===== src/rtl/core/swd_pkg.sv =====
package swd_pkg;

  localparam int STACK_DEPTH = 16;
  localparam int CNT_W       = $clog2(STACK_DEPTH + 1);
  localparam int POS_W       = 5;
  localparam int CNTF_W      = 5;
  localparam int CMP_W       = ((CNT_W > POS_W) ? CNT_W : POS_W) + 1;

  localparam logic [1:0] OP_PUSH   = 2'd0;
  localparam logic [1:0] OP_POP    = 2'd1;
  localparam logic [1:0] OP_REMOVE = 2'd2;
  localparam logic [1:0] OP_PEEK   = 2'd3;

  localparam logic [1:0] ST_OK     = 2'd0;
  localparam logic [1:0] ST_EMPTY  = 2'd1;
  localparam logic [1:0] ST_FULL   = 2'd2;
  localparam logic [1:0] ST_BADPOS = 2'd3;

  typedef struct packed {
    logic [1:0]       func;
    logic [15:0]      plane_id;
    logic [63:0]      plane_tag;
    logic [POS_W-1:0] position;
  } in_word_t;

  typedef struct packed {
    logic [1:0]        status;
    logic [15:0]       out_id;
    logic [63:0]       out_tag;
    logic [CNTF_W-1:0] count_after;
  } out_word_t;

  typedef struct packed {
    logic [15:0] id;
    logic [63:0] tag;
  } entry_t;

  typedef struct packed {
    logic load_above;
    logic load_below;
  } cell_ctl_t;

endpackage


===== src/rtl/core/swd_cell.sv =====
module swd_cell (
  input  logic               clk,
  input  swd_pkg::cell_ctl_t ctl,
  input  swd_pkg::entry_t    from_above,
  input  swd_pkg::entry_t    from_below,
  output swd_pkg::entry_t    q
);
  import swd_pkg::*;

  entry_t data_r;
  entry_t data_nxt;

  always_comb begin
    data_nxt = data_r;
    if (ctl.load_above) begin
      data_nxt = from_above;
    end else if (ctl.load_below) begin
      data_nxt = from_below;
    end
  end

  always_ff @(posedge clk) begin
    data_r <= data_nxt;
  end

  assign q = data_r;

endmodule


===== src/rtl/core/stack_with_remove_at_depth_top.sv =====
// Bounded LIFO stack of STACK_DEPTH entries (16-bit id, 64-bit tag) kept in a
// chain of cells, cell 0 holding the top. Push shifts every cell one place
// down, pop and remove-at-position shift the cells at and below the removed
// place one place up, all in the same edge: a request accepted at one edge
// shows its result word in the output register from the next cycle, and a
// new request is taken at every edge at which the output register is empty
// or its word is being taken. The sustained rate is one request per cycle
// while the output side takes every word. The removed entry of a
// remove-at-position is picked from the cell row by the position field.
// Entries never pushed read as undefined but are never returned.
module stack_with_remove_at_depth_top (
  input  logic                clk,
  input  logic                rst_n,
  input  logic                in_valid,
  output logic                in_ready,
  input  swd_pkg::in_word_t   in_data,
  output logic                out_valid,
  input  logic                out_ready,
  output swd_pkg::out_word_t  out_data
);
  import swd_pkg::*;

  entry_t    cell_q   [STACK_DEPTH];
  cell_ctl_t cell_ctl [STACK_DEPTH];
  entry_t    push_entry;

  logic [CNT_W-1:0] count_r;
  logic [CNT_W-1:0] count_nxt;
  logic             out_valid_r;
  out_word_t        out_data_r;
  out_word_t        res;

  logic             accept;
  logic             is_full;
  logic             is_empty;
  logic [CMP_W-1:0] pos_ext;
  logic [CMP_W-1:0] cnt_ext;
  logic             pos_ok;
  logic             do_push;
  logic             do_pull;
  entry_t           pos_entry;

  assign in_ready   = !out_valid_r || out_ready;
  assign accept     = in_valid && in_ready;
  assign is_full    = (count_r == CNT_W'(STACK_DEPTH));
  assign is_empty   = (count_r == '0);
  assign pos_ext    = CMP_W'(in_data.position);
  assign cnt_ext    = CMP_W'(count_r);
  assign pos_ok     = (pos_ext != '0) && (pos_ext <= cnt_ext);
  assign push_entry = '{id: in_data.plane_id, tag: in_data.plane_tag};

  assign do_push = accept && (in_data.func == OP_PUSH) && !is_full;
  assign do_pull = accept && (((in_data.func == OP_POP) && !is_empty) ||
                              ((in_data.func == OP_REMOVE) && pos_ok));

  // Pick the entry at the requested place.
  always_comb begin
    pos_entry = '0;
    for (int i = 0; i < STACK_DEPTH; i++) begin
      if (pos_ext == CMP_W'(i + 1)) begin
        pos_entry = cell_q[i];
      end
    end
  end

  for (genvar g = 0; g < STACK_DEPTH; g++) begin : g_cell
    entry_t above;
    entry_t below;
    logic   at_or_below;

    if (g == 0) begin : g_top
      assign above = push_entry;
    end else begin : g_mid
      assign above = cell_q[g-1];
    end
    if (g == STACK_DEPTH - 1) begin : g_bot
      assign below = cell_q[g];
    end else begin : g_up
      assign below = cell_q[g+1];
    end

    // Pop acts as removal of the top place.
    assign at_or_below = (in_data.func == OP_POP) || (pos_ext <= CMP_W'(g + 1));
    assign cell_ctl[g].load_above = do_push;
    assign cell_ctl[g].load_below = do_pull && at_or_below;

    swd_cell u_cell (
      .clk        (clk),
      .ctl        (cell_ctl[g]),
      .from_above (above),
      .from_below (below),
      .q          (cell_q[g])
    );
  end

  always_comb begin
    count_nxt = count_r;
    if (do_push) begin
      count_nxt = count_r + CNT_W'(1);
    end else if (do_pull) begin
      count_nxt = count_r - CNT_W'(1);
    end
  end

  always_comb begin
    res        = '0;
    res.status = ST_OK;
    case (in_data.func)
      OP_PUSH: begin
        if (is_full) begin
          res.status = ST_FULL;
        end
      end
      OP_POP, OP_PEEK: begin
        if (is_empty) begin
          res.status = ST_EMPTY;
        end else begin
          res.out_id  = cell_q[0].id;
          res.out_tag = cell_q[0].tag;
        end
      end
      OP_REMOVE: begin
        if (!pos_ok) begin
          res.status = ST_BADPOS;
        end else begin
          res.out_id  = pos_entry.id;
          res.out_tag = pos_entry.tag;
        end
      end
      default: begin
        res.status = ST_OK;
      end
    endcase
    res.count_after = CNTF_W'(count_nxt);
  end

  always_ff @(posedge clk) begin
    if (!rst_n) begin
      count_r     <= '0;
      out_valid_r <= 1'b0;
    end else begin
      count_r <= count_nxt;
      if (accept) begin
        out_valid_r <= 1'b1;
      end else if (out_ready) begin
        out_valid_r <= 1'b0;
      end
    end
  end

  // Hold the result word until taken.
  always_ff @(posedge clk) begin
    if (accept) begin
      out_data_r <= res;
    end
  end

  assign out_valid = out_valid_r;
  assign out_data  = out_data_r;

  a_count_bound: assert property (@(posedge clk) disable iff (!rst_n)
    count_r <= CNT_W'(STACK_DEPTH))
    else $error("entry count above stack depth");

  a_push_count: assert property (@(posedge clk) disable iff (!rst_n)
    do_push |=> (count_r == $past(count_r) + CNT_W'(1)))
    else $error("push did not raise the count");

  a_idle_count: assert property (@(posedge clk) disable iff (!rst_n)
    !accept |=> $stable(count_r))
    else $error("count changed with no request");

  a_result_count: assert property (@(posedge clk) disable iff (!rst_n)
    accept |=> (out_valid && out_data.count_after == CNTF_W'(count_r)))
    else $error("result count differs from held count");

endmodule


===== config.mk =====
export PLATFORM = sky130hd
export DESIGN_NAME = stack_with_remove_at_depth_top
export DESIGN_NICKNAME = d
export VERILOG_FILES = /design/src/rtl/core/swd_pkg.sv /design/src/rtl/core/swd_cell.sv /design/src/rtl/core/stack_with_remove_at_depth_top.sv
export SDC_FILE = /design/constraint.sdc
export NUM_CORES = 2
export LEC_CHECK = 0
export BUFFER_PORTS_ARGS = -buffer_cell sky130_fd_sc_hd__buf_2
export CELL_PAD_IN_SITES_DETAIL_PLACEMENT = 0
export CELL_PAD_IN_SITES_GLOBAL_PLACEMENT = 1
export CORE_UTILIZATION = 50
export DETAILED_ROUTE_END_ITERATION = 16
export PLACE_DENSITY_LB_ADDON = 0.1
export SETUP_SLACK_MARGIN = 0.4
export SLEW_MARGIN = 20
export SYNTH_ARGS = -nofsm -noshare
export SYNTH_HDL_FRONTEND = slang
export SYNTH_SLANG_ARGS = --single-unit

===== constraint.sdc =====
create_clock -name clk -period 21.6 [get_ports clk]
set_input_delay 2.16 -clock clk [delete_from_list [all_inputs] [get_ports clk]]
set_output_delay 2.16 -clock clk [all_outputs]
set_load 0.05 [all_outputs]

==> results.yml <==
run_status:
  run_status: "completed"
yosys:
  post_synth_main_area_contributors: "sky130_fd_sc_hd__edfxtp_1, sky130_fd_sc_hd__nand2_1, sky130_fd_sc_hd__o21ai_0, sky130_fd_sc_hd__a21oi_1, sky130_fd_sc_hd__clkbuf_1"
  yosysUniqueCellTypes: 84
  synth_ff_type: "sky130_fd_sc_hd__edfxtp_1"
  synth_xor_area_frac: 0.000251
  synth_simple_gate_area_share: 0.236
  cell_area_after_synthesis_um2: 69800
  yosysSeqAreaShare: 0.590
  synth_fa_ha_area_frac: 0.00125
  yosys_warning_count: 0
  synth_compound_area_frac: 0.128
  proportion_of_synthesized_area_in_mux_cells: 0.00769
  dominant_combinational_cell_family_by_area_after_synthesis: "simple AND/OR/NAND/NOR gates"
  syn-num-nets: 7663
  yosys.area.top_type_share: 0.588
  ys_ff_latch: 1373
  synth-edff-count: 1367
  asyncSetResetFlopFracSynth: 0
  synth_cells: 7565
  synth.largest_area_cell: "sky130_fd_sc_hd__edfxtp_1"
  synth.avg_cell_area_um2: 9.23
place:
  io_buffer_count: 179
  post-place-ws_ns: 13.94
  finalWeightedCongestion: 0.910
  detailedPlacementHpwl_um: 165000
timing:
  fin_skew_ns: 0.0276
  rsz_0062_raised_after_global_routing: "false"
  tns_ns: 0
  fin_worst_hold_slack_ns: 0.465
  crit_path_setup_slack_layout_ns: 14.56
  worst_slew_margin_rel: 0.219
  period_needed_ns: 7.04
  maxSlewViolCount: 0
  timing_limited_maximum_frequency_mhz: 142
  finalCritPeriodShare: 0.326
  final-hold-violation-count: 0
  tightest_slew_ns: 1.17
  final-setup-viol-count: 0
grt:
  first_global_vias: 56000
  gr-total-overflow: 0
  antenna_found_initial: 14
  global_route.usage.met3: 0.0786
  groute.layer.met1.usage: 0.541
  grt_max_degree: 210
  grt-busiest-layer: "met2"
  grtUsageTotal: 0.388
  grt_first_pass_wirelength_um: 397000
  met2_usage: 0.568
clocking:
  cts_buffers: 153
  holdBufCountCts: 0
  ctsLongestPathBuffers: 3
  cts.repair.resized: 0
  clock_tree.htree_level_count: 4
  clock_latency_ns: 0.80
  number_of_buffers_inserted_to_repair_setup_after_cts: 0
  cts_tree: "built"
  cts.sink_count: 1373
  cts_root_buffer: "sky130_fd_sc_hd__clkbuf_16"
  path_clk_slew_ns: 0.06
finish:
  area_growth_pct: 10.5
  layout.cells.most_common_list: "sky130_fd_sc_hd__nand2_1, sky130_fd_sc_hd__edfxtp_1, sky130_fd_sc_hd__o21ai_0"
  finalCoreUtilization: 0.559
  number_of_nets_in_the_final_layout: 7596
  fraction_of_layout_instances_using_a_drive_strength_above_1: 0.0845
  layout.cells.most_common: "sky130_fd_sc_hd__nand2_1"
setup_path:
  timing.critical_path.cells: "buf_6 > buf_4 > buf_4 > buf_4 > and3b_1 > nand2_1 > buf_4 > nand2_1 > nand2_1 > nand2_4 > buf_4"
  ff2ff_path_depth: 11
  cp.buffers_inverters: 6
  crit_fanout: 53
  worstPathArrival_ns: 7.45
  rr_endpoint: "g_cell[11].u_cell.q[32]$_DFFE_PP_"
  worst-r2r-setup-slack_ns: 15.59
  top_cell_by_count_worst_path: "sky130_fd_sc_hd__buf_4"
  crit_path_end_kind: "flop"
  crit_type: "input port to flop"
  critical_path.top_delay_family: "buffers and inverters"
  startpoint_kind_of_the_worst_setup_timing_path: "input port"
  slowest_delay_ns: 0.78
  cp_data_required_time_ns: 22.01
  timing.critical_path.slowest_stage_cell: "sky130_fd_sc_hd__buf_4"
  reg2reg_start: "count_r[1]$_SDFF_PN0_"
hold_path:
  worst_min_delay_path_endpoint: "g_cell[15].u_cell.q[4]$_DFFE_PP_"
  hold_path_class: "flop to flop"
  hold_path.startpoint: "g_cell[14].u_cell.q[4]$_DFFE_PP_"
  hold_path_stages: 0
floorplan:
  core-area_um2: 138000
  chipWidth_um: 376
  initial_utilization: 0.506
  fp.dieArea_um2: 141000
  rows: 136
  top_level_ports: 180
  die_height_um: 376
route:
  routedWlPerCell_um: 29.2
  first_pass_iters: 7
  num_vias: 59900
  vias_per_cell: 6.31
  route.antenna.remaining_nets: 0
  drt_iter0_drc: 9146
  detail_route.drc_violations: 0
  finalWirelength_um: 277000
power:
  combinationalPowerShare: 0.114
  sw_frac_of_total: 0.273
  power.clock.fraction: 0.395
  power-per-cell-area_nw_per_um2: 85.8
  power_leakage_nw: 30.8
  netSwitchingPower_mw: 1.81
  internal_power_mw: 4.80
  power_frac_seq: 0.491
  irDropWorstVdd_uv: 60.3
flow_run:
  cap_viol_max_count: 0
registers in the layout, indices dropped and copies added, names as in the netlist:
register	flops
g_cell.u_cell.q	1280
out_data	87
count_r	5
out_valid	1
final cells by class:
cell class | instances | area, um2
diodes | 7 | 17.5
well taps | 1863 | 2330
clock inverters | 86 | 737
clock buffers | 191 | 4120
inverters | 34 | 143
multi-input cells | 5607 | 26400
flip-flops and latches | 1373 | 41200
repair buffers | 329 | 2150
fillers | 12500 | 60900
per-layer routing:
| metal | share of wire | wire, um | up-vias |
|---|---|---|---|
| met5 | 0.00036 | 99 | - |
| met4 | 0.061 | 16900 | 8 |
| met3 | 0.12 | 32400 | 650 |
| met2 | 0.43 | 119000 | 3924 |
| met1 | 0.39 | 109000 | 29200 |
| li1 | - | - | 26100 |
worst max path at each step:
| stage | startpoint | endpoint | cells after the start |
|---|---|---|---|
| after global routing | out_ready | g_cell[13].u_cell.q[79]$_DFFE_PP_ | 12 |
| after floorplan | out_ready | g_cell[13].u_cell.q[0]$_DFFE_PP_ | 6 |
| after detailed placement | in_data[1] | g_cell[5].u_cell.q[14]$_DFFE_PP_ | 11 |
| after CTS | in_data[1] | g_cell[5].u_cell.q[38]$_DFFE_PP_ | 11 |
| final | in_data[1] | g_cell[5].u_cell.q[38]$_DFFE_PP_ | 11 |
| after global placement | out_ready | g_cell[15].u_cell.q[16]$_DFFE_PP_ | 10 |
metrics by stage:
step | std cells | instance area (um2) | power, mW
6_report | 9490 | 77100 | 6.61
4_1_cts | 9482 | 77100 | 6.61
5_1_grt | 9483 | 77100 | 6.78
2_1_floorplan | 7565 | 69800 | 3.73
3_5_place_dp | 9205 | 72200 | 4.03
3_3_place_gp | 9205 | 72200 | 4.02
worst reg2reg max path: stages, from the launching register on:
cell,delay [ns]
sky130_fd_sc_hd__dfxtp_1,0.37
sky130_fd_sc_hd__inv_1,0.13
sky130_fd_sc_hd__ha_1,0.22
sky130_fd_sc_hd__or3b_2,0.26
sky130_fd_sc_hd__o211ai_4,0.34
sky130_fd_sc_hd__inv_8,0.71
sky130_fd_sc_hd__buf_4,0.81
sky130_fd_sc_hd__buf_4,0.89
sky130_fd_sc_hd__buf_4,0.84
sky130_fd_sc_hd__buf_4,0.98
sky130_fd_sc_hd__nand2_1,0.24
sky130_fd_sc_hd__nand2_1,0.10
power groups by stage:
stage | Clock (mW) | Sequential (mW) | Combinational [mW]
finish | 2.61 | 3.25 | 0.752
global route | 2.73 | 3.26 | 0.793
CTS | 2.63 | 3.24 | 0.732
detailed placement | 0 | 3.30 | 0.730
global placement | 0 | 3.30 | 0.719
floorplan | 0 | 3.33 | 0.400
Yosys cell counts, drive strengths merged, types with 16 or more instances:
library cell and n:
a2bb2oi 16, and3 20, inv 33, edfxtp 1367
nand3 101, a211o 27, o32ai 20, a22oi 89
o31ai 31, a22o 27, nand2 3695, nand3b 20
o221ai 24, a41oi 19, a21o 41, nor3 32
a221oi 21, buf 251, a21oi 302, o21a 16
clkbuf 300, o31a 22, o22ai 50, a222oi 30
nor2 211, o21ai 377, a211oi 67, or3 27
o211ai 24, a31oi 19, mux2i 39, o2bb2ai 68
cells by family (layout without fill, tap and decap cells):
group	after synthesis	count (layout)
AOI/OAI and AO/OA	1352	1352
xor gates and xnor gates	2	2
adders and majority gates	7	7
buffers and inverters	585	640
DFF	1373	1373
muxes	51	51
other	0	7
and+or+nand+nor	4195	4195
Power figures use the tool's default switching activity.
